$ cat src/sv/bca_pkg.sv
// bca_pkg: shared types, constants and helpers of the barometer compensation averager
// no dependencies
`default_nettype none

package bca_pkg;

    localparam int AVG_DEPTH_DEF = 16;
    localparam int PRES_W        = 24;
    localparam int TEMP_W        = 11;
    localparam int VAL_W         = 25;
    localparam int ACC_W         = 64;
    localparam int DIG_B_W       = 20;
    localparam int CFG_DATA_W    = 20;
    localparam int CFG_ADDR_W    = 3;
    localparam int S_DATA_W      = 32;
    localparam int M_DATA_W      = 72;

    localparam logic signed [ACC_W-1:0] P_MAX      = 64'sd655360000000;
    localparam logic signed [ACC_W-1:0] T_MIN      = -64'sd13107200;
    localparam logic signed [ACC_W-1:0] T_MAX      = 64'sd39321600;
    localparam logic signed [ACC_W-1:0] T_BASE     = 64'sd16384000;
    localparam logic signed [ACC_W-1:0] BASE_SCALE = 64'sd6553600;
    localparam logic signed [16:0]      D1_OFFSET  = 17'sd7168;
    localparam logic signed [13:0]      C4_OFFSET  = 14'sd1024;
    localparam logic signed [DIG_B_W-1:0] P_GAIN   = 20'sd1000;

    typedef enum logic [CFG_ADDR_W-1:0] {
        REG_SENS, REG_OFF, REG_SENS_TEMP, REG_OFF_TEMP,
        REG_REF_TEMP, REG_TEMP_GAIN, REG_PRES_BASE, REG_CURVE
    } cfg_index_t;

    typedef struct packed {
        logic [15:0] sens;
        logic [12:0] offset;
        logic [11:0] sens_temp;
        logic [12:0] offset_temp;
        logic [15:0] ref_temp;
        logic [14:0] temp_gain;
        logic [11:0] pres_base;
        logic [19:0] curve;
    } cfg_t;

    typedef struct packed {
        logic               p_ok;
        logic [PRES_W-1:0]  p;
        logic               t_ok;
        logic signed [TEMP_W-1:0] t;
    } item_t;

    typedef enum logic [1:0] {C_IDLE, C_MUL, C_POST, C_PUSH} comp_state_t;

    typedef enum logic [2:0] {OP_SQ, OP_CORR, OP_OFF, OP_SENS, OP_X, OP_P, OP_T} comp_op_t;

    typedef enum logic [2:0] {A_IDLE, A_READ, A_UPD, A_FILL, A_DIV, A_OUT} avg_state_t;

    // arithmetic shift right that truncates toward zero
    function automatic logic signed [ACC_W-1:0] sra_tz(input logic signed [ACC_W-1:0] v,
                                                        input logic [5:0] sh);
        logic signed [ACC_W-1:0] bias;
        bias = v[ACC_W-1] ? ((64'sd1 <<< sh) - 64'sd1) : 64'sd0;
        return (v + bias) >>> sh;
    endfunction

endpackage

`default_nettype wire

$ cat src/sv/bca_fifo.sv
// bca_fifo: two-entry queue between the compensation front and the averaging back
// depends on bca_pkg
`default_nettype none

module bca_fifo (
    input  wire logic          aclk,
    input  wire logic          aresetn,
    input  wire bca_pkg::item_t wr_item,
    input  wire logic          wr_valid,
    output logic               wr_ready,
    output bca_pkg::item_t     rd_item,
    output logic               rd_valid,
    input  wire logic          rd_ready
);
    import bca_pkg::*;

    item_t      entry_reg [2];
    logic       wr_ptr_reg, rd_ptr_reg;
    logic [1:0] count_reg;
    logic       push, pop;

    assign wr_ready = (count_reg != 2'd2);
    assign rd_valid = (count_reg != 2'd0);
    assign rd_item  = entry_reg[rd_ptr_reg];
    assign push     = wr_valid && wr_ready;
    assign pop      = rd_valid && rd_ready;

    always_ff @(posedge aclk) begin
        if (push) entry_reg[wr_ptr_reg] <= wr_item;
    end

    always_ff @(posedge aclk) begin
        if (!aresetn) begin
            wr_ptr_reg <= 1'b0;
            rd_ptr_reg <= 1'b0;
            count_reg  <= 2'd0;
        end else begin
            if (push) wr_ptr_reg <= ~wr_ptr_reg;
            if (pop)  rd_ptr_reg <= ~rd_ptr_reg;
            case ({push, pop})
                2'b10:   count_reg <= count_reg + 2'd1;
                2'b01:   count_reg <= count_reg - 2'd1;
                default: ;
            endcase
        end
    end

endmodule

`default_nettype wire

$ cat config.mk
export PLATFORM = sky130hd
export DESIGN_NAME = bca_fifo
export DESIGN_NICKNAME = d
export VERILOG_FILES = /design/src/sv/bca_pkg.sv /design/src/sv/bca_fifo.sv
export SDC_FILE = /design/constraint.sdc
export NUM_CORES = 1
export LEC_CHECK = 0
export ABC_AREA = 1
export BUFFER_PORTS_ARGS = -buffer_cell sky130_fd_sc_hd__buf_4
export CAP_MARGIN = 20
export CORE_ASPECT_RATIO = 1.2
export CORE_MARGIN = 5
export CORE_UTILIZATION = 45
export CTS_CLUSTER_DIAMETER = 30
export DETAILED_ROUTE_END_ITERATION = 12
export HOLD_SLACK_MARGIN = 0.03
export PLACE_DENSITY = 0.77
export SETUP_SLACK_MARGIN = 0.15
export SLEW_MARGIN = 10
export SYNTH_ARGS = -nofsm -noshare
export SYNTH_HDL_FRONTEND = slang
export SYNTH_SLANG_ARGS = --single-unit
$ cat constraint.sdc
create_clock -name aclk -period 3.2 [get_ports aclk]
set_input_delay 0.64 -clock aclk [delete_from_list [all_inputs] [get_ports aclk]]
set_output_delay 0.64 -clock aclk [all_outputs]
set_load 0.005 [all_outputs]
[Yosys cells after proc, flatten, opt, wreduce, memory -nomap -nowiden]
Memories as Yosys holds them, arrays and structs flattened. A register that Yosys moved wholly into a read port is not among the register bits.
Index checks and enable logic that the tools add are counted.
Operators by class
  add/sub/neg operators: 2
  equal/unequal tests: 3
  multiplexer cells: 5
  bitwise logic cells: 2
  reduce and logical (&&, ||, !) cells: 4
Operators by type and width (number)
  $mux 1: 4
  $pmux 2 s2: 1
  $reduce_bool 2->1: 2
  $add 2x1->2 const B: 1
  $eq 2x1->1 const B: 1
  $eq 2x2->1 const B: 1
  $logic_and 1x1->1: 2
  $ne 2x2->1 const B: 1
  $not 1->1: 2
  $sub 2x1->2 const B: 1
Storage, ports and cells
  register bits after elaboration: 4
  RAM bits: 74
  memories: 1
Memories
  entry_reg: depth 2, width 37, rd ports 1, clocked after memory_dff 1, write ports 1, RTL line bca_fifo.sv:17  | item_t entry_reg [2];

[Longest topological paths before layout]
  depth after elaboration: 4
  mapped depth: 9
  depth with buffers taken out: 9

[Worst setup path before layout]
OpenSTA, ideal clock, no wires.
  kind: input port to flip-flop
  start: in wr_valid
  end: mem entry_reg[0][0] (netlist bit) (enable)
  library setup time: 0.431 ns
  arrival: 2.279 ns
  setup slack: 0.489 ns
  stages on the path: 2
  path through: nand2_2 -> nor2_1
On the way
  cells in the longest elaborated chain, start to end: 3
Ends and longest elaborated chain
  start: declaration: RTL line bca_fifo.sv:9  | input wire logic wr_valid,
  $logic_and 1x1->1: RTL line bca_fifo.sv:25  | assign push = wr_valid && wr_ready;
  $mux 1: RTL line bca_fifo.sv:29  | if (push) entry_reg[wr_ptr_reg] <= wr_item;
  $mux 1 (not written as such): RTL line bca_fifo.sv:29
  end: declaration: RTL line bca_fifo.sv:17
Every way passes these cells.

==> metrics.cfg <==
[cts]
clkTransAtPathRegs_ps = 80
ctsRootBufferMaster = clkbuf_8
cts-resized-gates = 0
cts_hold_buf = 0
clkSinkCount = 79
numCtsBuffers = 9
cts_buffer_depth = 2
htreeDepth = 3
cts_setup_buffers = 0
clk_latency_ps = 330
cts_tree = built

[floorplanning]
die-area_sq_um = 8560
rows = 33
coreArea_sq_um = 6730
die_w_um = 85.3
io_pins = 80
fp.dieH_um = 100
start_util = 0.455

[setup_path]
worst_r2r_startpoint = count_reg[0]
crit_arrival_ps = 1460
crit_fanout = 37
worst-r2r-setup-slack_ps = 1480
worstPathRequired_ps = 2560
worstSetupPathType = reg -> out
r2r_end = entry_reg[0][32]
crit_path_end_kind = output port
rr_worst_depth = 5
start_kind = flop

[drt]
routed_wl_um = 5080
drt_iter0_markers = 74
ant_nets = 0
via_per_inst = 4.62
drc = 0
post_drt_wl_per_cell_um = 15.3
dr.pass1.iters = 4
vias = 1534

[yosys]
yosysWarnings = 0
mappedNetlistArea_sq_um = 3060
synth_adder_area_share = 0.00408
syn-num-nets = 193
yosysTopAreaCell = edfxtp_1
synth-seq-area-share = 0.758
synth_top_family_by_area = multiplexers
synth_cell_types = 18
synth_compound_area_frac = 0.00572
syn_avg_cell_area_sq_um = 20.3
synth-xor-area-share = 0
synth_area_leaders = edfxtp_1 73%, mux2_4 15%, dfxtp_1 3.3%
ys_ff_latch = 79
synth-simple-area-share = 0.0298
synth_mux_area_frac = 0.173
synth_top_area_frac = 0.725
netlist_instances = 151

[timing]
final.setup.tns_ps = 0
fin_hold_ws_ps = 489
rsz0062_at_grt = false
setup_viol = 0
min_period_ps = 2100
clock.fmax_mhz = 477
setup_slack_ps = 1100
finClkSkew_ps = 9.17
hold_violations = 0
fin_crit_sh = 0.655
slew_violations = 0
slew_headroom = 0.592
worst_pin_slew_ps = 611

[placed_design]
port-buffer-count = 79
dp_cells = 316
hpwl_um = 3660
place.gp.congestion = 0.737
post-place-ws_ps = 1290

[global_route]
grt_max_degree = 38
gr-total-overflow = 0
antenna_found_initial = 0
track_usage = 0.125
grt_pass1_vias = 1682
grt_pass1_wl_um = 7970

[power]
power.leakage_nw = 1.57
power_density_nw_per_um2 = 692
ir_drop_mv = 0.408

[status]
outcome = completed

[cells_and_area]
fin_cells = 332
syn_to_final_growth_pct = 30.1
largest_reg_flops = 74
nFillCells = 522
drive_gt1_frac = 0.559
fin_util = 0.592
insertedDiodeCount = 0
nets = 282

[hold_path]
holdCritStartpoint = wr_item[27]
holdPathStages = 1
hold_path_class = in -> reg
whs_endpoint = entry_reg[1][27]

[flow_run]
drv_cap = 0

[where the power goes]
group / internal (mW) / switching [mW]
combinational: 0.362 / 0.257
sequential: 1.27 / 0.0375
clock: 0.518 / 0.317
[cells by family after synthesis]
family                     after synthesis
AOI/OAI and AO/OA                        3
DFF                                     79
muxes                                   37
and+or+nand+nor                         22
buffers and inverters                    9
adders and majority gates                1
[critical path: stages (launching register included)]
cell and delay (ps):
dfxtp_2 340, buf_12 270, mux2_2 380, buf_4 140
[how the worst max path moves through the flow]
stage / end / depth (start not counted)
2_1_floorplan: entry_reg[0][0] / 2
3_5_place_dp: entry_reg[0][21] / 4
3_3_place_gp: entry_reg[0][24] / 4
6_report: rd_item[36] / 3
4_1_cts: rd_item[36] / 3
5_1_grt: rd_item[31] / 3
[per-stage QoR]
stage	total power [mW]	cell area [sq um]
after global routing	2.89	3990
after CTS	2.79	3990
after floorplan	1.69	3060
after detailed placement	1.96	3750
final	2.76	3990
after global placement	1.94	3750
[cell usage after synthesis]
cell type,n
nand2_2,1
nand3_1,1
nand2_1,9
nand4_1,1
mux2_4,30
buf_6,1
edfxtp_1,74
o21ai_0,1
buf_12,3
nor2_2,1
inv_2,1
mux2_2,7
a21oi_1,1
ha_1,1
o21a_1,1
dfxtp_1,5
inv_1,4
nor2_1,9
[cell usage in the layout (no fill, tap or decap)]
cell	instances
a21oi_1	1
buf_12	2
buf_4	80
bufinv_16	3
clkbuf_1	3
clkbuf_8	9
clkinv_2	1
dfxtp_1	4
dfxtp_2	1
edfxtp_1	74
ha_1	1
inv_1	4
inv_2	1
mux2_2	7
mux2_4	30
nand2_1	9
nand2_2	1
nand3_1	1
nand4_1	1
nor2_1	8
nor2_4	2
o21a_1	1
o21ai_0	1
[metal layers]
layer	share of wire	GRT usage	up-vias
met5	0	0	-
met4	0.015	0.0621	0
met3	0.056	0.0361	5
met2	0.58	0.236	42
met1	0.35	0.123	741
li1	-	-	746
[final cells by class]
class	instances	area [sq um]	area share
Sequential cell	79	2320	0.583
Multi-Input combinational cell	63	663	0.166
Timing Repair Buffer	82	641	0.161
Clock buffer	12	135	0.0339
Tap cell	87	109	0.0273
Clock inverter	4	95.1	0.0239
Inverter	5	18.8	0.00471
No activity file was read; power rests on OpenSTA's default activity.
