===== src/sv/bca_pkg.sv =====
// bca_pkg: shared types, constants and helpers of the barometer compensation averager
// no dependencies
`default_nettype none

package bca_pkg;

    localparam int AVG_DEPTH_DEF = 16;
    localparam int PRES_W        = 24;
    localparam int TEMP_W        = 11;
    localparam int VAL_W         = 25;
    localparam int ACC_W         = 64;
    localparam int DIG_B_W       = 20;
    localparam int CFG_DATA_W    = 20;
    localparam int CFG_ADDR_W    = 3;
    localparam int S_DATA_W      = 32;
    localparam int M_DATA_W      = 72;

    localparam logic signed [ACC_W-1:0] P_MAX      = 64'sd655360000000;
    localparam logic signed [ACC_W-1:0] T_MIN      = -64'sd13107200;
    localparam logic signed [ACC_W-1:0] T_MAX      = 64'sd39321600;
    localparam logic signed [ACC_W-1:0] T_BASE     = 64'sd16384000;
    localparam logic signed [ACC_W-1:0] BASE_SCALE = 64'sd6553600;
    localparam logic signed [16:0]      D1_OFFSET  = 17'sd7168;
    localparam logic signed [13:0]      C4_OFFSET  = 14'sd1024;
    localparam logic signed [DIG_B_W-1:0] P_GAIN   = 20'sd1000;

    typedef enum logic [CFG_ADDR_W-1:0] {
        REG_SENS, REG_OFF, REG_SENS_TEMP, REG_OFF_TEMP,
        REG_REF_TEMP, REG_TEMP_GAIN, REG_PRES_BASE, REG_CURVE
    } cfg_index_t;

    typedef struct packed {
        logic [15:0] sens;
        logic [12:0] offset;
        logic [11:0] sens_temp;
        logic [12:0] offset_temp;
        logic [15:0] ref_temp;
        logic [14:0] temp_gain;
        logic [11:0] pres_base;
        logic [19:0] curve;
    } cfg_t;

    typedef struct packed {
        logic               p_ok;
        logic [PRES_W-1:0]  p;
        logic               t_ok;
        logic signed [TEMP_W-1:0] t;
    } item_t;

    typedef enum logic [1:0] {C_IDLE, C_MUL, C_POST, C_PUSH} comp_state_t;

    typedef enum logic [2:0] {OP_SQ, OP_CORR, OP_OFF, OP_SENS, OP_X, OP_P, OP_T} comp_op_t;

    typedef enum logic [2:0] {A_IDLE, A_READ, A_UPD, A_FILL, A_DIV, A_OUT} avg_state_t;

    // arithmetic shift right that truncates toward zero
    function automatic logic signed [ACC_W-1:0] sra_tz(input logic signed [ACC_W-1:0] v,
                                                        input logic [5:0] sh);
        logic signed [ACC_W-1:0] bias;
        bias = v[ACC_W-1] ? ((64'sd1 <<< sh) - 64'sd1) : 64'sd0;
        return (v + bias) >>> sh;
    endfunction

endpackage

`default_nettype wire


===== src/sv/bca_comp.sv =====
// bca_comp: front part, evaluates the calibration polynomial with a digit-serial multiplier
// and range-checks the results; depends on bca_pkg
`default_nettype none

module bca_comp (
    input  wire logic         aclk,
    input  wire logic         aresetn,
    input  wire bca_pkg::cfg_t cfg,
    input  wire logic         in_valid,
    output logic              in_ready,
    input  wire logic [15:0]  d1_in,
    input  wire logic [15:0]  d2_in,
    output bca_pkg::item_t    item,
    output logic              item_valid,
    input  wire logic         item_ready
);
    import bca_pkg::*;

    comp_state_t state_reg, state_next;
    comp_op_t    op_reg;
    logic [2:0]  cnt_reg;
    logic signed [ACC_W-1:0]   a_reg, acc_reg, dut_reg, off_reg, p_reg, t_reg;
    logic signed [DIG_B_W-1:0] b_reg;
    logic signed [16:0] d_reg;
    logic [15:0]        d1_reg;

    logic signed [16:0]        d_new, d1m;
    logic signed [13:0]        c4m;
    logic signed [4:0]         dig;
    logic signed [ACC_W-1:0]   part, dut_new, sens_new, x_new, t_q;
    logic [ACC_W-1:0]          corr;
    logic signed [ACC_W-1:0]   a_load;
    logic signed [DIG_B_W-1:0] b_load;
    logic [5:0]  ca, cb;
    logic [3:0]  cs, ds;

    assign ca = cfg.curve[5:0];
    assign cb = cfg.curve[11:6];
    assign cs = cfg.curve[15:12];
    assign ds = cfg.curve[19:16];

    assign d_new = $signed({1'b0, d2_in}) - $signed({1'b0, cfg.ref_temp});
    assign d1m   = $signed({1'b0, d1_reg}) - D1_OFFSET;
    assign c4m   = $signed({1'b0, cfg.offset_temp}) - C4_OFFSET;

    // top digit of the multiplier carries the sign
    assign dig  = (cnt_reg == 3'd4) ? $signed({b_reg[3], b_reg[3:0]}) : $signed({1'b0, b_reg[3:0]});
    assign part = a_reg * dig;

    assign corr     = {acc_reg[ACC_W-3:0], 2'b00} >> cs;
    assign dut_new  = $signed({{31{d_reg[16]}}, d_reg, 16'b0}) - $signed(corr);
    assign sens_new = $signed({32'b0, cfg.sens, 16'b0}) + sra_tz(acc_reg, 6'd10);
    assign x_new    = sra_tz(acc_reg, 6'd14) - off_reg;

    always_comb begin
        a_load = acc_reg;
        b_load = '0;
        case (op_reg)
            OP_SQ: begin
                a_load = acc_reg;
                b_load = {14'b0, (d_reg > 17'sd0) ? ca : cb};
            end
            OP_CORR: begin
                a_load = dut_new;
                b_load = {{6{c4m[13]}}, c4m};
            end
            OP_OFF: begin
                a_load = dut_reg;
                b_load = {8'b0, cfg.sens_temp};
            end
            OP_SENS: begin
                a_load = sens_new;
                b_load = {{3{d1m[16]}}, d1m};
            end
            OP_X: begin
                a_load = x_new;
                b_load = P_GAIN;
            end
            OP_P: begin
                a_load = dut_reg;
                b_load = {5'b0, cfg.temp_gain};
            end
            default: begin
                a_load = acc_reg;
                b_load = '0;
            end
        endcase
    end

    always_comb begin
        state_next = state_reg;
        unique case (state_reg)
            C_IDLE: if (in_valid) state_next = C_MUL;
            C_MUL:  if (cnt_reg == 3'd4) state_next = C_POST;
            C_POST: state_next = (op_reg == OP_T) ? C_PUSH : C_MUL;
            C_PUSH: if (item_ready) state_next = C_IDLE;
            default: state_next = C_IDLE;
        endcase
    end

    always_ff @(posedge aclk) begin
        if (!aresetn) begin
            state_reg <= C_IDLE;
        end else begin
            state_reg <= state_next;
        end
    end

    always_ff @(posedge aclk) begin
        case (state_reg)
            C_IDLE: begin
                d_reg   <= d_new;
                d1_reg  <= d1_in;
                op_reg  <= OP_SQ;
                cnt_reg <= 3'd0;
                acc_reg <= '0;
                a_reg   <= {{47{d_new[16]}}, d_new};
                b_reg   <= {{3{d_new[16]}}, d_new};
            end
            C_MUL: begin
                acc_reg <= acc_reg + part;
                a_reg   <= a_reg <<< 4;
                b_reg   <= b_reg >>> 4;
                cnt_reg <= cnt_reg + 3'd1;
            end
            C_POST: begin
                case (op_reg)
                    OP_CORR: dut_reg <= dut_new;
                    OP_OFF:  off_reg <= ($signed({35'b0, cfg.offset, 16'b0})
                                         + sra_tz(acc_reg, 6'd14)) <<< 2;
                    OP_P:    p_reg <= sra_tz(acc_reg, 6'd5)
                                      + $signed({52'b0, cfg.pres_base}) * BASE_SCALE;
                    OP_T:    t_reg <= T_BASE + sra_tz(acc_reg, 6'd16)
                                      - sra_tz(dut_reg, {2'b0, ds});
                    default: ;
                endcase
                a_reg   <= a_load;
                b_reg   <= b_load;
                acc_reg <= '0;
                cnt_reg <= 3'd0;
                op_reg  <= comp_op_t'(op_reg + 3'd1);
            end
            default: ;
        endcase
    end

    assign t_q = sra_tz(t_reg, 6'd16);

    always_comb begin
        item.p_ok = (p_reg >= 64'sd0) && (p_reg <= P_MAX);
        item.p    = item.p_ok ? p_reg[16 +: PRES_W] : '0;
        item.t_ok = (t_reg >= T_MIN) && (t_reg <= T_MAX);
        item.t    = item.t_ok ? t_q[TEMP_W-1:0] : '0;
    end

    assign in_ready   = (state_reg == C_IDLE);
    assign item_valid = (state_reg == C_PUSH);

endmodule

`default_nettype wire


===== config.mk =====
export PLATFORM = sky130hd
export DESIGN_NAME = bca_comp
export DESIGN_NICKNAME = d
export VERILOG_FILES = /design/src/sv/bca_pkg.sv /design/src/sv/bca_comp.sv
export SDC_FILE = /design/constraint.sdc
export NUM_CORES = 2
export LEC_CHECK = 0
export BUFFER_PORTS_ARGS = -buffer_cell sky130_fd_sc_hd__buf_2
export CORE_ASPECT_RATIO = 1.2
export CORE_MARGIN = 2
export CORE_UTILIZATION = 35
export DETAILED_ROUTE_END_ITERATION = 16
export HOLD_SLACK_MARGIN = 0.1
export PLACE_DENSITY_LB_ADDON = 0.2
export SLEW_MARGIN = 20
export SYNTH_ARGS = -nofsm -noshare
export SYNTH_HDL_FRONTEND = slang
export SYNTH_SLANG_ARGS = --single-unit

===== constraint.sdc =====
create_clock -name aclk -period 19.7 [get_ports aclk]
set_input_delay 0 -clock aclk [delete_from_list [all_inputs] [get_ports aclk]]
set_output_delay 0 -clock aclk [all_outputs]
set_load 0.05 [all_outputs]

-- Word level (Yosys, flattened, before mapping)
Cells that the tools add are included.
- word-level logic and storage cells: 94
- output and inout port bits: 39
- register bits: 443
- add/subtract/negate cells: 20
- equality and inequality tests: 13
- multipliers: 2
- magnitude comparators: 5
- multiplexer cells: 22
- bitwise gates (word level): 1
- reductions and logical operators: 15
- shifts and indexed selects: 3
- operator list (cell ; number):
    $pmux 64 s4 ; 1
    $pmux 64 s3 ; 1
    $add 64x64->64 ; 2
    $pmux 64 s2 ; 1
    $pmux 20 s6 ; 1
    $add 64x11->64 ; 1
    $add 64x15->64 ; 1
    $add 64x17->64 ; 1
    $add 64x6->64 ; 1
    $ge 64x1->1 const B ; 1
    $ge 64x25->1 const B ; 1
    $le 64x27->1 const B ; 1
    $le 64x41->1 const B ; 1
    $mul 64x5->64 ; 1
    $mux 64 ; 1
    $shr 64x4->64 ; 1
    $sshl 2x4->64 const A ; 1
    $sshr 64x4->64 ; 1
    $sub 33x64->64 ; 1
    $sub 49x64->64 ; 1
    $sub 50x64->64 ; 1
    $sub 64x2->64 const B ; 1
    $add 59x36->60 ; 1
    $pmux 20 s3 ; 1
    36 further kinds ; 56

-- Longest topological paths before layout
- depth in word-level cells: 6
- depth in mapped cells: 41
- mapped depth without buffers: 38

-- Worst setup path after synthesis
Ideal clock, no wire load.
- path kind: input to register
- from: in cfg[17] in the netlist's numbering
- to: reg t_reg[61] (data pin)
- cell stages on the path: 38
- slack: 11883 ps
- buffers on the path: 5
- required time: 19426 ps
- arrival time: 7543 ps
- cell sequence: clkbuf_1 > buf_1 > nor2_1 > clkbuf_1 > nand2_1 > ha_1 > clkbuf_1 > nor3_1 > a21oi_1 > o21ai_0 > and2_1 > ha_1 > a41oi_1 > o21ai_0 > a31oi_1 > o211ai_1 > a2111oi_0 > nor2_1 > [2 not listed] > xor2_1 > mux4_2 > mux4_2 > inv_1 > ha_1 > ha_1 > clkbuf_1 > nand4_1 > nor4_1 > o21ai_0 > nor2_1 > a221oi_1 > a211oi_1 > o2111ai_1 > a31oi_1 > o21ai_0 > o41ai_1 > xor2_1
- cells in the longest elaborated chain, start to end: 6
- RTL lines (what ; RTL line ; text):
    start, declared ; bca_comp.sv:8 ; input wire bca_pkg::cfg_t cfg,
    $sshl 2x4->64 ; bca_pkg.sv:60 ; bias = v[ACC_W-1] ? ((64'sd1 <<< sh) - 64'sd1) : 64'sd0;
    $sub 64x2->64 ; bca_pkg.sv:60 ;
    $mux 64 ; bca_pkg.sv:60 ;
    $add 64x64->64 ; bca_pkg.sv:61 ; return (v + bias) >>> sh;
    $sshr 64x4->64 (*) ; bca_pkg.sv:61 ;
    $sub 49x64->64 (*) ; bca_comp.sv:134 ; - sra_tz(dut_reg, {2'b0, ds});
    end signal, assigned ; bca_comp.sv:133 ; OP_T: t_reg <= T_BASE + sra_tz(acc_reg, 6'd16)
    end, declared ; bca_comp.sv:22 ; logic signed [ACC_W-1:0] a_reg, acc_reg, dut_reg, off_reg, p_reg, t_reg;
Every way passes the cells marked *; elsewhere a longest branch is shown, timed or not.
A chain may end at the register's enable or synchronous reset.

-- Worst setup path after layout
- from: in cfg[18] in the netlist's numbering
- to: reg t_reg[61] (data pin)
The elaborated chain is that of the path after synthesis.

==> run summary <==
Async SR Flop Fraction: 0%
Remaining Overflow, GRT: 0
Detailed Route WL: 272000 µm
Slowest-stage cell, CP: a211oi_1
hold_sp: cfg[49]
average size of a mapped cell: 8.60 µm²
internal power: 5.20 mW
Comb pwr share: 75.5%
EDFF count, synth: 424
CTS tree: done
max frequency: 101 MHz
met1 usage: 36.2%
Clock Power Share: 9.8%
Setup TNS: 0 ns
Fin. Hold Viols: 0
Final Wtd Congestion: 1.02
WL/cell: 28.7 µm
CP required: 20.12 ns
commonest register cell after synthesis: edfxtp_1
first-pass GRT wire length: 388000 µm
slew margin rel.: 17.8%
clk buf depth: 3
register area share after synthesis: 21.3%
crit path max fanout: 55
Synth Area in Adders: 20.2%
ANT nets after route: 0
final cycle utilization of the critical path: 50.2%
Hold WS: 0.128 ns
met2 Use GR: 49.2%
cell mode on critical path: o21ai_0
Worst Setup SP: cfg[18]
Clock H-tree levels: 2
worst vdd ir: 180 µV
most frequent cells in the layout: nand2_1, ha_1, a21oi_1, nor2_1, inv_1
Syn. warnings: 0
final setup violation count: 0
arrival time worst endpoint: 10.31 ns
Starting Density: 35.2%
combinational family with the most area after synthesis: adder cells
number of DRC markers in iteration 0: 5787
Tightest Pin Transition: 1.22 ns
Worst-Skew Late Latency: 0.75 ns
clk sinks: 426
FP Rows: 166
core area: 171000 µm²
Simple-Gate Fraction of Synth Area: 18.7%
HPWL Detailed: 215000 µm
busiest grt layer: met2
share of cells above drive strength 1: 10.0%
Remaining DRCs: 0
die height: 458 µm
GR Util met3: 5.17%
final slew viol count: 0
root buf cell: clkbuf_16
net load switching power: 6.36 mW
Synth Area in Compound Gates: 19.5%
Sequential Power Share: 14.7%
Cell variety after synth: 113
nets: 8110
Crit Path Category: primary input to register
mux cell area share after synthesis: 6.06%
sw frac: 55.0%
Worst R2R Start: acc_reg[63]$_SDFFCE_PN0P_
Area Overhead vs Synth: 11.3%
CTS Buf Count: 54
XOR/XNOR Fraction of Synth Area: 8.81%
pwr dens: 173 nW/µm²
Max-Cap Viols: 0
outcome: finished clean
RSZ-0062 raised after global routing: false
FF/Latch Area: 12800 µm²
synthesis-stage register bit count: 426
critical path endpoint category: register
placed insts: 9200
post-synthesis cell count: 6978
Vias/cell: 6.00
largest net degree at the start of global routing: 79
Tmin final: 9.89 ns
Die Span X: 382 µm
top-level I/O count: 192
vias in the first global route: 55900
Max Clock Skew: 0.0709 ns
Multi-input gate area: 44200 µm²
leading cell type in the layout, fill and taps excluded: nand2_1
crit path launch type: primary input
post-layout util: 39.2%
Hold Crit Class: primary input to register
Leakage: 28.6 nW
Total GRT Usage: 30.2%
Post-CTS Resized: 0
Post-Syn Area: 60000 µm²
Worst path max stage delay: 0.66 ns
# fillers: 17400
Layout Cells excl Fill: 9458
initial antenna violation count: 22
DR pass1 iterations: 8
Port-buffer cells: 191
routed vias: 56800
clock slew at reported path FFs: 0.06 ns
Die ar.: 175000 µm²
-- worst max-delay path: cells and delay by family --
kind / cells / cell delay, ns
XOR/XNOR: 2 / 0.42
AO/OA/AOI/OAI: 15 / 4.15
multiplexers: 2 / 1.07
AND/OR/NAND/NOR: 8 / 1.74
buffers and inverters: 6 / 1.40
adder cells (fa/ha/maj): 4 / 1.43
-- power groups by stage --
stage	Clock [mW]	Combinational, mW	Sequential (mW)
final	1.13	8.73	1.70
after global placement	0	8.47	1.71
after global routing	1.17	9.53	1.72
after detailed placement	0	8.47	1.71
after floorplan	0	5.80	1.58
after CTS	1.15	8.63	1.69
-- area by class of cell --
type / instances / area share, %
clock inverters: 43 / 0.860
diodes: 5 / 0.0187
clock buffers: 58 / 2.05
flip-flops and latches: 426 / 19.1
repair buffers: 457 / 4.99
inverters: 456 / 2.57
well taps: 2268 / 4.25
multi-input cells: 5745 / 66.1
-- cell usage after synthesis (33+ instances only) --
| cell type | n | area (µm²) |
|---|---|---|
| nor2_1 | 471 | 1770 |
| o211ai_1 | 45 | 338 |
| and2_1 | 218 | 1360 |
| o21bai_1 | 76 | 571 |
| a31oi_1 | 68 | 425 |
| mux2_2 | 68 | 766 |
| clkbuf_1 | 292 | 1100 |
| nor3_1 | 103 | 515 |
| a21oi_1 | 551 | 2760 |
| a221oi_1 | 65 | 569 |
| inv_1 | 449 | 1690 |
| and3_1 | 69 | 432 |
| xor2_1 | 221 | 1940 |
| nand3_1 | 158 | 791 |
| nand4_1 | 131 | 820 |
| xnor2_1 | 375 | 3280 |
| o21a_1 | 49 | 368 |
| nor4_1 | 62 | 388 |
| mux4_2 | 64 | 1440 |
| edfxtp_1 | 424 | 12700 |
| o21ai_0 | 395 | 1980 |
| fa_1 | 256 | 5120 |
| or2_2 | 88 | 551 |
| a211oi_1 | 44 | 330 |
| mux2i_1 | 143 | 1430 |
| nor2b_1 | 66 | 413 |
| buf_1 | 35 | 131 |
| nand2b_1 | 68 | 425 |
| ha_1 | 561 | 7020 |
| nand2_1 | 639 | 2400 |
| or3_1 | 33 | 206 |
| a21o_1 | 202 | 1520 |
-- worst paths after layout --
check	end	slack (ns)	cells past startpoint
worst max-delay path	t_reg[61]$_DFFE_PP_	9.81	37
worst min-delay path	d_reg[3]$_DFFE_PP_	0.13	7
worst max register to register	a_reg[63]$_DFFE_PP_	10.44	23
worst min register to register	b_reg[1]$_DFFE_PP_	0.57	1
-- per-layer routing --
| layer | vias to the layer above | part of all wire, % |
|---|---|---|
| met5 | - | 0.031 |
| li1 | 25600 | - |
| met4 | 12 | 8.4 |
| met1 | 27800 | 38 |
| met3 | 775 | 7.5 |
| met2 | 2579 | 46 |
-- kinds of logic after synthesis --
| group | after synthesis |
|---|---|
| AND/OR/NAND/NOR | 2230 |
| AO/OA/AOI/OAI | 1801 |
| buffers and inverters | 827 |
| adder cells (fa/ha/maj) | 818 |
| XOR/XNOR | 600 |
| flip-flops | 426 |
| multiplexers | 275 |
| other | 1 |
-- timing repair --
action	4_1_cts	5_1_grt
endpoints found under the hold margin	78	0
setup buffers	0	0
hold buffers	150	0
-- metrics by stage --
stage / setup WS (ns) / instance area [µm²] / power (mW)
floorplan: 11.88 / 60100 / 7.38
global placement: 9.28 / 63300 / 10.2
detailed placement: 9.29 / 63300 / 10.2
CTS: 10.0 / 66800 / 11.5
global route: 9.03 / 66800 / 12.4
finish: 9.81 / 66800 / 11.6
Note: power is estimated with default switching activity, not from simulation.
