--- src/sv/bca_pkg.sv ---
// bca_pkg: shared types, constants and helpers of the barometer compensation averager
// no dependencies
`default_nettype none

package bca_pkg;

    localparam int AVG_DEPTH_DEF = 16;
    localparam int PRES_W        = 24;
    localparam int TEMP_W        = 11;
    localparam int VAL_W         = 25;
    localparam int ACC_W         = 64;
    localparam int DIG_B_W       = 20;
    localparam int CFG_DATA_W    = 20;
    localparam int CFG_ADDR_W    = 3;
    localparam int S_DATA_W      = 32;
    localparam int M_DATA_W      = 72;

    localparam logic signed [ACC_W-1:0] P_MAX      = 64'sd655360000000;
    localparam logic signed [ACC_W-1:0] T_MIN      = -64'sd13107200;
    localparam logic signed [ACC_W-1:0] T_MAX      = 64'sd39321600;
    localparam logic signed [ACC_W-1:0] T_BASE     = 64'sd16384000;
    localparam logic signed [ACC_W-1:0] BASE_SCALE = 64'sd6553600;
    localparam logic signed [16:0]      D1_OFFSET  = 17'sd7168;
    localparam logic signed [13:0]      C4_OFFSET  = 14'sd1024;
    localparam logic signed [DIG_B_W-1:0] P_GAIN   = 20'sd1000;

    typedef enum logic [CFG_ADDR_W-1:0] {
        REG_SENS, REG_OFF, REG_SENS_TEMP, REG_OFF_TEMP,
        REG_REF_TEMP, REG_TEMP_GAIN, REG_PRES_BASE, REG_CURVE
    } cfg_index_t;

    typedef struct packed {
        logic [15:0] sens;
        logic [12:0] offset;
        logic [11:0] sens_temp;
        logic [12:0] offset_temp;
        logic [15:0] ref_temp;
        logic [14:0] temp_gain;
        logic [11:0] pres_base;
        logic [19:0] curve;
    } cfg_t;

    typedef struct packed {
        logic               p_ok;
        logic [PRES_W-1:0]  p;
        logic               t_ok;
        logic signed [TEMP_W-1:0] t;
    } item_t;

    typedef enum logic [1:0] {C_IDLE, C_MUL, C_POST, C_PUSH} comp_state_t;

    typedef enum logic [2:0] {OP_SQ, OP_CORR, OP_OFF, OP_SENS, OP_X, OP_P, OP_T} comp_op_t;

    typedef enum logic [2:0] {A_IDLE, A_READ, A_UPD, A_FILL, A_DIV, A_OUT} avg_state_t;

    // arithmetic shift right that truncates toward zero
    function automatic logic signed [ACC_W-1:0] sra_tz(input logic signed [ACC_W-1:0] v,
                                                        input logic [5:0] sh);
        logic signed [ACC_W-1:0] bias;
        bias = v[ACC_W-1] ? ((64'sd1 <<< sh) - 64'sd1) : 64'sd0;
        return (v + bias) >>> sh;
    endfunction

endpackage

`default_nettype wire

--- src/sv/bca_avg.sv ---
// bca_avg: back part, ring averages for pressure and temperature and the output register
// depends on bca_pkg
`default_nettype none

module bca_avg #(
    parameter int AVG_DEPTH = bca_pkg::AVG_DEPTH_DEF
) (
    input  wire logic          aclk,
    input  wire logic          aresetn,
    input  wire bca_pkg::item_t item,
    input  wire logic          item_valid,
    output logic               item_ready,
    output logic               m_tvalid,
    input  wire logic          m_tready,
    output logic [bca_pkg::M_DATA_W-1:0] m_tdata,
    output logic [1:0]         m_tuser
);
    import bca_pkg::*;

    localparam int IDX_W  = $clog2(AVG_DEPTH);
    localparam int ADDR_W = IDX_W + 1;
    localparam int MEM_D  = 2 ** ADDR_W;
    localparam int SUM_W  = VAL_W + IDX_W + 1;
    localparam int MAG_W  = SUM_W - 1;
    localparam int RCP_SH = MAG_W + IDX_W;
    localparam int PROD_W = RCP_SH + MAG_W;
    // rounded-up reciprocal of the depth, exact floor for every sum magnitude
    localparam logic [63:0] RCP = ((64'd1 << RCP_SH) + 64'(AVG_DEPTH - 1)) / 64'(AVG_DEPTH);

    avg_state_t state_reg, state_next;
    item_t      item_reg;
    logic       ch_reg;
    logic       jump_reg;
    logic signed [VAL_W-1:0] v_reg;
    logic signed [SUM_W-1:0] sum_reg  [2];
    logic signed [VAL_W-1:0] mean_reg [2];
    logic [IDX_W-1:0]        slot_reg [2];
    logic [IDX_W-1:0]        idx_reg;
    logic [MEM_D-1:0]        vbit_reg;
    logic signed [VAL_W-1:0] ring_mem [MEM_D];
    logic signed [VAL_W-1:0] rdata_reg;
    logic [MAG_W-1:0]        mag_reg;
    logic                    neg_reg;
    logic                    m_valid_reg;
    logic [M_DATA_W-1:0]     m_data_reg;
    logic [1:0]              m_user_reg;

    logic                    ok_cur, jump_cur, mem_we, last_fill, out_load;
    logic signed [VAL_W-1:0] v_cur, m_cur, old_val;
    logic signed [VAL_W:0]   diff;
    logic [VAL_W:0]          absd;
    logic [VAL_W+7:0]        d50;
    logic [ADDR_W-1:0]       rd_addr, wr_addr;
    logic signed [SUM_W-1:0] sum_upd;
    logic [PROD_W-1:0]       prod;
    logic [MAG_W-1:0]        quo;
    logic signed [VAL_W-1:0] quo_val;

    assign ok_cur = ch_reg ? item_reg.t_ok : item_reg.p_ok;
    assign v_cur  = ch_reg ? VAL_W'(item_reg.t) : $signed({1'b0, item_reg.p});
    assign m_cur  = mean_reg[ch_reg];

    // jump when the new value leaves two percent of a positive mean, or is nonzero while the mean is zero
    assign diff     = $signed({v_cur[VAL_W-1], v_cur}) - $signed({m_cur[VAL_W-1], m_cur});
    assign absd     = diff[VAL_W] ? $unsigned(-diff) : $unsigned(diff);
    assign d50      = (VAL_W+8)'(absd) * (VAL_W+8)'(50);
    assign jump_cur = (m_cur > 0) ? (d50 > (VAL_W+8)'($unsigned(m_cur)))
                                  : ((m_cur == 0) && (v_cur != 0));

    assign rd_addr   = {ch_reg, slot_reg[ch_reg]};
    assign wr_addr   = (state_reg == A_FILL) ? {ch_reg, idx_reg} : rd_addr;
    assign mem_we    = (state_reg == A_FILL) || ((state_reg == A_UPD) && !jump_reg);
    assign old_val   = vbit_reg[rd_addr] ? rdata_reg : '0;
    assign sum_upd   = sum_reg[ch_reg] - SUM_W'(old_val) + SUM_W'(v_reg);
    assign last_fill = (idx_reg == IDX_W'(AVG_DEPTH - 1));
    // divide the sum magnitude by the ring depth with one reciprocal multiplication
    assign prod      = PROD_W'(mag_reg) * PROD_W'(RCP[SUM_W-1:0]);
    assign quo       = prod[RCP_SH +: MAG_W];
    assign quo_val   = $signed(VAL_W'(quo));
    assign out_load  = (state_reg == A_OUT) && (!m_valid_reg || m_tready);

    always_comb begin
        state_next = state_reg;
        unique case (state_reg)
            A_IDLE: if (item_valid) state_next = A_READ;
            A_READ: begin
                if (ok_cur) state_next = A_UPD;
                else if (ch_reg) state_next = A_OUT;
            end
            A_UPD:  state_next = jump_reg ? A_FILL : A_DIV;
            A_FILL: if (last_fill) state_next = ch_reg ? A_OUT : A_READ;
            A_DIV:  state_next = ch_reg ? A_OUT : A_READ;
            A_OUT:  if (out_load) state_next = A_IDLE;
            default: state_next = A_IDLE;
        endcase
    end

    always_ff @(posedge aclk) begin
        if (mem_we) ring_mem[wr_addr] <= v_reg;
        rdata_reg <= ring_mem[rd_addr];
    end

    always_ff @(posedge aclk) begin
        if (!aresetn) begin
            state_reg   <= A_IDLE;
            ch_reg      <= 1'b0;
            vbit_reg    <= '0;
            m_valid_reg <= 1'b0;
            for (int i = 0; i < 2; i++) begin
                sum_reg[i]  <= '0;
                mean_reg[i] <= '0;
                slot_reg[i] <= '0;
            end
        end else begin
            state_reg <= state_next;
            if (mem_we) vbit_reg[wr_addr] <= 1'b1;
            if (out_load) m_valid_reg <= 1'b1;
            else if (m_tready) m_valid_reg <= 1'b0;
            case (state_reg)
                A_IDLE: ch_reg <= 1'b0;
                A_READ: if (!ok_cur && !ch_reg) ch_reg <= 1'b1;
                A_UPD: begin
                    if (jump_reg) begin
                        sum_reg[ch_reg] <= '0;
                    end else begin
                        sum_reg[ch_reg]  <= sum_upd;
                        slot_reg[ch_reg] <= (slot_reg[ch_reg] == IDX_W'(AVG_DEPTH - 1))
                                            ? '0 : slot_reg[ch_reg] + 1'b1;
                    end
                end
                A_FILL: begin
                    sum_reg[ch_reg] <= sum_reg[ch_reg] + SUM_W'(v_reg);
                    if (last_fill) begin
                        mean_reg[ch_reg] <= v_reg;
                        ch_reg <= 1'b1;
                    end
                end
                A_DIV: begin
                    mean_reg[ch_reg] <= neg_reg ? -quo_val : quo_val;
                    ch_reg <= 1'b1;
                end
                default: ;
            endcase
        end
    end

    always_ff @(posedge aclk) begin
        case (state_reg)
            A_IDLE: item_reg <= item;
            A_READ: begin
                v_reg    <= v_cur;
                jump_reg <= jump_cur;
            end
            A_UPD: begin
                idx_reg  <= '0;
                neg_reg  <= sum_upd[SUM_W-1];
                mag_reg  <= sum_upd[SUM_W-1] ? MAG_W'($unsigned(-sum_upd))
                                             : MAG_W'($unsigned(sum_upd));
            end
            A_FILL: idx_reg <= idx_reg + 1'b1;
            A_OUT: begin
                if (out_load) begin
                    m_data_reg <= {2'b0, mean_reg[1][TEMP_W-1:0], mean_reg[0][PRES_W-1:0],
                                   item_reg.t, item_reg.p};
                    m_user_reg <= {item_reg.t_ok, item_reg.p_ok};
                end
            end
            default: ;
        endcase
    end

    assign item_ready = (state_reg == A_IDLE);
    assign m_tvalid   = m_valid_reg;
    assign m_tdata    = m_data_reg;
    assign m_tuser    = m_user_reg;

endmodule

`default_nettype wire

--- config.mk ---
export PLATFORM = sky130hd
export DESIGN_NAME = bca_avg
export DESIGN_NICKNAME = d
export VERILOG_FILES = /design/src/sv/bca_pkg.sv /design/src/sv/bca_avg.sv
export SDC_FILE = /design/constraint.sdc
export NUM_CORES = 2
export LEC_CHECK = 0
export BUFFER_PORTS_ARGS = -buffer_cell sky130_fd_sc_hd__buf_2
export CORE_MARGIN = 5
export CORE_UTILIZATION = 46
export DETAILED_ROUTE_END_ITERATION = 10
export SYNTH_ARGS = -nofsm -noshare
export SYNTH_HDL_FRONTEND = slang
export SYNTH_SLANG_ARGS = --single-unit
--- constraint.sdc ---
create_clock -name aclk -period 10.8 [get_ports aclk]
set_input_delay 2.16 -clock aclk [delete_from_list [all_inputs] [get_ports aclk]]
set_output_delay 2.16 -clock aclk [all_outputs]
set_load 0.03 [all_outputs]
* After elaboration in Yosys (flattened, before gate mapping) *
Memory sizes are Yosys's and may differ from the RTL's. A register that Yosys moved wholly into a read port is not among the register bits.
Cells that the tools add are included.

operators by class
  add/sub/neg operators = 9
  multipliers = 1
  magnitude comparators = 5
  eq/ne operators = 12
  multiplexer cells = 66
  bitwise operators = 4
  reduce and logical (&&, ||, !) cells = 23

operators by type and width
  kind                                                                   number
  25-bit 2-to-1 mux                                                      5
  30-bit 2-to-1 mux                                                      3
  30-bit by 25-bit adder with 30-bit output                              2
  1-bit 2-to-1 mux                                                       41
  32-bit by 25-bit > comparator with 1-bit output                        1
  32-bit zero test                                                       1
  32-bit bitwise OR                                                      1
  32-bit nonzero test                                                    1
  26-bit by 5-bit multiplier with 31-bit output, second input constant   1
  30-bit OR reduction                                                    1
  30-bit by 25-bit subtractor with 30-bit output                         1
  29-bit 2-to-1 mux                                                      1
  29-bit negator                                                         1
  26-bit 2-to-1 mux                                                      1
  26-bit negator                                                         1
  25-bit by 25-bit subtractor with 26-bit output                         1
  25-bit by 1-bit > comparator with 1-bit output, second input constant  1
  25-bit negator                                                         1
  25-bit OR reduction                                                    1
  3-bit 2-to-1 mux                                                       7
  3-bit case mux with 6 select lines                                     1
  5-bit by 6-bit < comparator with 1-bit output, second input constant   2
  4-bit 2-to-1 mux                                                       3
  4-bit by 1-bit adder with 4-bit output, second input constant          2
  22 further kinds                                                       39

word-level totals
  register bits = 206
  memory bits (writable) = 918
  bits of input ports = 41
  word-level logic and storage cells = 139
  memories = 4

memories
  memory    words  width  rd ports  clocked after Yosys merged registers in  wr ports  RTL line       RTL
  ring_mem  32     25     1         1                                        1         bca_avg.sv:40  logic signed [VAL_W-1:0] ring_mem [MEM_D];
  sum_reg   2      30     1         1                                        2         bca_avg.sv:35  logic signed [SUM_W-1:0] sum_reg [2];
  mean_reg  2      25     3         3                                        2         bca_avg.sv:36  logic signed [VAL_W-1:0] mean_reg [2];
  slot_reg  2      4      1         1                                        2         bca_avg.sv:37  logic [IDX_W-1:0] slot_reg [2];

* Depth between registers and ports, before layout *
  depth after elaboration = 8
  mapped depth = 44

* Worst setup path before layout *
Ideal clock, no wire load.

  path type = register to register
  start = reg with a tool-made name
  end = reg jump_reg (data pin)
  library setup time = 267 ps
  arrival time = 8,719 ps
  slack = 1,813 ps
  stages on the path, launching flop included = 43
  path through = dfxtp_1 > buf_2 > buf_1 > clkbuf_1 > mux2i_1 > ha_1 > clkbuf_1 > nand3_1 > or2_2 > a211o_1 > a21oi_1 > o31a_1 > o311a_1 > o31a_1 > nor3_1 > mux2i_1 > clkbuf_1 > nor2_1 > [... 7 more ...] > nor2b_1 > o21a_1 > o21ai_0 > a2111oi_0 > nor2_1 > o21ai_0 > a21o_1 > a21oi_1 > xnor2_1 > ha_1 > a21o_1 > a21o_1 > a21oi_1 > o211ai_1 > a21oi_1 > nor2_1 > nor4_1 > a31oi_1

RTL lines
  what                    RTL line        RTL
  end signal: assignment  bca_avg.sv:152  jump_reg <= jump_cur;
  end: declaration        bca_avg.sv:33   logic jump_reg;

==> flow_metrics.tcl <==
set metrics [dict create \
    cts_max_path_buffers 3 \
    antenna_found_initial 6 \
    cts_hold_buf 0 \
    async_reset_ff_share_pct 0 \
    cp_max_fo 32 \
    cts_resized 0 \
    holdPathStages 0 \
    yosysSeqAreaShare_pct 61.56 \
    post-cts-setup-buffer-count 0 \
    grt_pass1_vias 35950 \
    place_congestion 0.8805 \
    io_buffer_count 114 \
    die_w_um 355.4 \
    viasPerCell 5.755 \
    synth_top_area_cell "edfxtp_1" \
    hpwlAfterDp_um 97130 \
    dr.pass1.iters 6 \
    final_common_cell "edfxtp_1" \
    synthToLayoutAreaGrowth_pct 12.19 \
    worst_setup_path_start_kind "register" \
    dr_wl_met3_um 9837 \
    max_freq_mhz 103.2 \
    cts_buffers 117 \
    crit_slowest_cell "dfxtp_4" \
    ioPinCount 117 \
    slew_violations 0 \
    r2r-end "jump_reg$_DFFE_PP_" \
    holdPathEnd "m_tdata[57]$_DFFE_PP_" \
    syn_area_um2 54880 \
    required_ns 11.25 \
    final_util_pct 52.07 \
    place_area_um2 57760 \
    wl_per_cell_um 24.06 \
    ys_ff_latch 1146 \
    clock_skew_ns 0.04365 \
    synth_warnings 0 \
    fill_cells 10220 \
    ant_nets 0 \
    cts_sinks 1146 \
    nets 5168 \
    first_iter_violations 4014 \
    cts_htree_levels 3 \
    synth_cell_types 85 \
    wl_um 156900 \
    route.detailed.drc 0 \
    maxSlewHeadroom_pct 17.34 \
    track_usage_pct 24.44 \
    antenna_cells 0 \
    reg2reg_depth 39 \
    start_util_pct 46.41 \
    fp.dieArea_um2 126300 \
    cp.arrival_ns 10.14 \
    wl_met2_um 72770 \
    period_share_pct 89.70 \
    row_count 126 \
    grt_pass1_wl_um 233400 \
    die_height_um 355.4 \
    layout-drive-gt1-share_pct 9.655 \
    cts-root-buf "clkbuf_16" \
    cts_tree "done" \
    overflow 0 \
    hold_viol 0 \
    vias 37510 \
    top_layer "met4" \
    setup_violations 0 \
    largest_reg_flops 800 \
    rrSetupSlack_ns 1.11 \
    path_clk_slew_ns 0.07 \
    syn_avg_cell_area_um2 11.54 \
    m1WireLength_um 70070 \
    synth_top_area_share_pct 59.26 \
    seq_area_um2 33790 \
    status "finished, final reports clean" \
    synthTopCellsByArea "edfxtp_1 (59%), nand2_1 (6.1%), ha_1 (4.4%)" \
    worstSetupPathType "register to register" \
    synth-main-ff-cell "edfxtp_1" \
    critPathCaptureType "register" \
    synth-edff-count 1083 \
    max_cap_viol_count 0 \
    period_minus_slack_ns 9.687 \
    most-common-layout-cells "edfxtp_1 (1083), nand2_1 (895), a21oi_1 (354)" \
    grt_max_degree 144 \
    rsz0062_at_grt "false" \
    multi_input_area_um2 19650 \
    cp_slowest_stage_delay_ns 0.81 \
    syn_inst 4755 \
    min-delay-start "mean_reg[0][22]$_SDFFCE_PN0P_" \
    hold_path_class "register to register" \
    fin_area_um2 61570 \
    clk_latency_ns 0.73 \
    design.core.area_um2 118200 \
    tns_ns 0 \
    tightestPinTransition_ns 1.237 \
]
==> critical path: cells and delay by family (launching register included) <==
kind | cells | cell delay [ns]
buffers and inverters | 2 | 0.09
adders and majority gates | 6 | 2.02
DFF | 1 | 0.81
muxes | 2 | 0.77
and+or+nand+nor | 9 | 1.28
xor gates and xnor gates | 2 | 0.43
AOI/OAI and AO/OA | 18 | 4.01
==> cells in the mapped netlist, drive strengths merged, types with 5 or more instances <==
library cell / count
a221oi: 6
o21a: 55
o31ai: 19
nor4: 17
a211oi: 5
a22oi: 46
o211ai: 12
xnor2: 117
and2: 35
a21oi: 354
o221ai: 27
nor3: 87
or2: 9
nor3b: 11
mux2: 11
a2111oi: 7
o31a: 7
and3: 24
a21o: 49
nand2: 897
o21ai: 110
buf: 42
edfxtp: 1083
nor2b: 24
ha: 194
a311oi: 5
fa: 52
inv: 259
nand2b: 21
a31oi: 21
mux2i: 122
or3: 49
o41ai: 32
xor2: 66
clkbuf: 172
dfxtp: 63
nor2: 261
nand4: 16
o21bai: 11
a21boi: 7
nor4b: 5
nand3: 281
==> area by class of cell <==
| cell class | instances | area share (%) |
|---|---|---|
| clock buffer | 147 | 5.052 |
| sequential | 1146 | 54.88 |
| timing repair buffer | 220 | 2.280 |
| multi-input combinational | 3135 | 31.91 |
| clock inverter | 73 | 1.138 |
| inverter | 261 | 1.612 |
| tap | 1536 | 3.122 |
==> kinds of logic (layout without fill, tap and decap cells) <==
group                    Yosys count  after routing  share of synthesized area, %
AND/OR/NAND/NOR                 1761           1761                         14.19
flip-flops                      1146           1146                         61.56
AO/OA/AOI/OAI                    810            810                         9.268
buffers and inverters            475            701                         3.281
adder cells (fa/ha/maj)          246            246                         6.320
XOR/XNOR                         183            183                         2.921
multiplexers                     133            133                         2.451
other                              1              2                      0.006833
==> metal layers <==
layer / track usage [%] / up-vias
li1: - / 17390
met1: 35.40 / 18670
met2: 39.28 / 1217
met3: 3.213 / 235
met4: 6.345 / 0
met5: 0 / -
==> metrics by stage <==
stage,hold WS [ns],std cells,setup WS [ns]
6_report,0.4471,6518,1.113
3_5_place_dp,0.4335,6298,1.332
3_3_place_gp,0.4359,6298,1.378
4_1_cts,0.4488,6518,1.234
5_1_grt,0.4536,6518,0.4412
2_1_floorplan,0.4204,4756,1.813
==> worst max-delay path by stage <==
stage | end | slack (ns) | cells past startpoint
2_1_floorplan | jump_reg$_DFFE_PP_ | 1.81 | 42
3_3_place_gp | jump_reg$_DFFE_PP_ | 1.38 | 39
3_5_place_dp | jump_reg$_DFFE_PP_ | 1.33 | 37
4_1_cts | jump_reg$_DFFE_PP_ | 1.23 | 39
5_1_grt | jump_reg$_DFFE_PP_ | 0.44 | 39
6_report | jump_reg$_DFFE_PP_ | 1.11 | 39
Power is not shown: default switching activity piles up to over one toggle a cycle in this logic, so the estimate is an artifact.
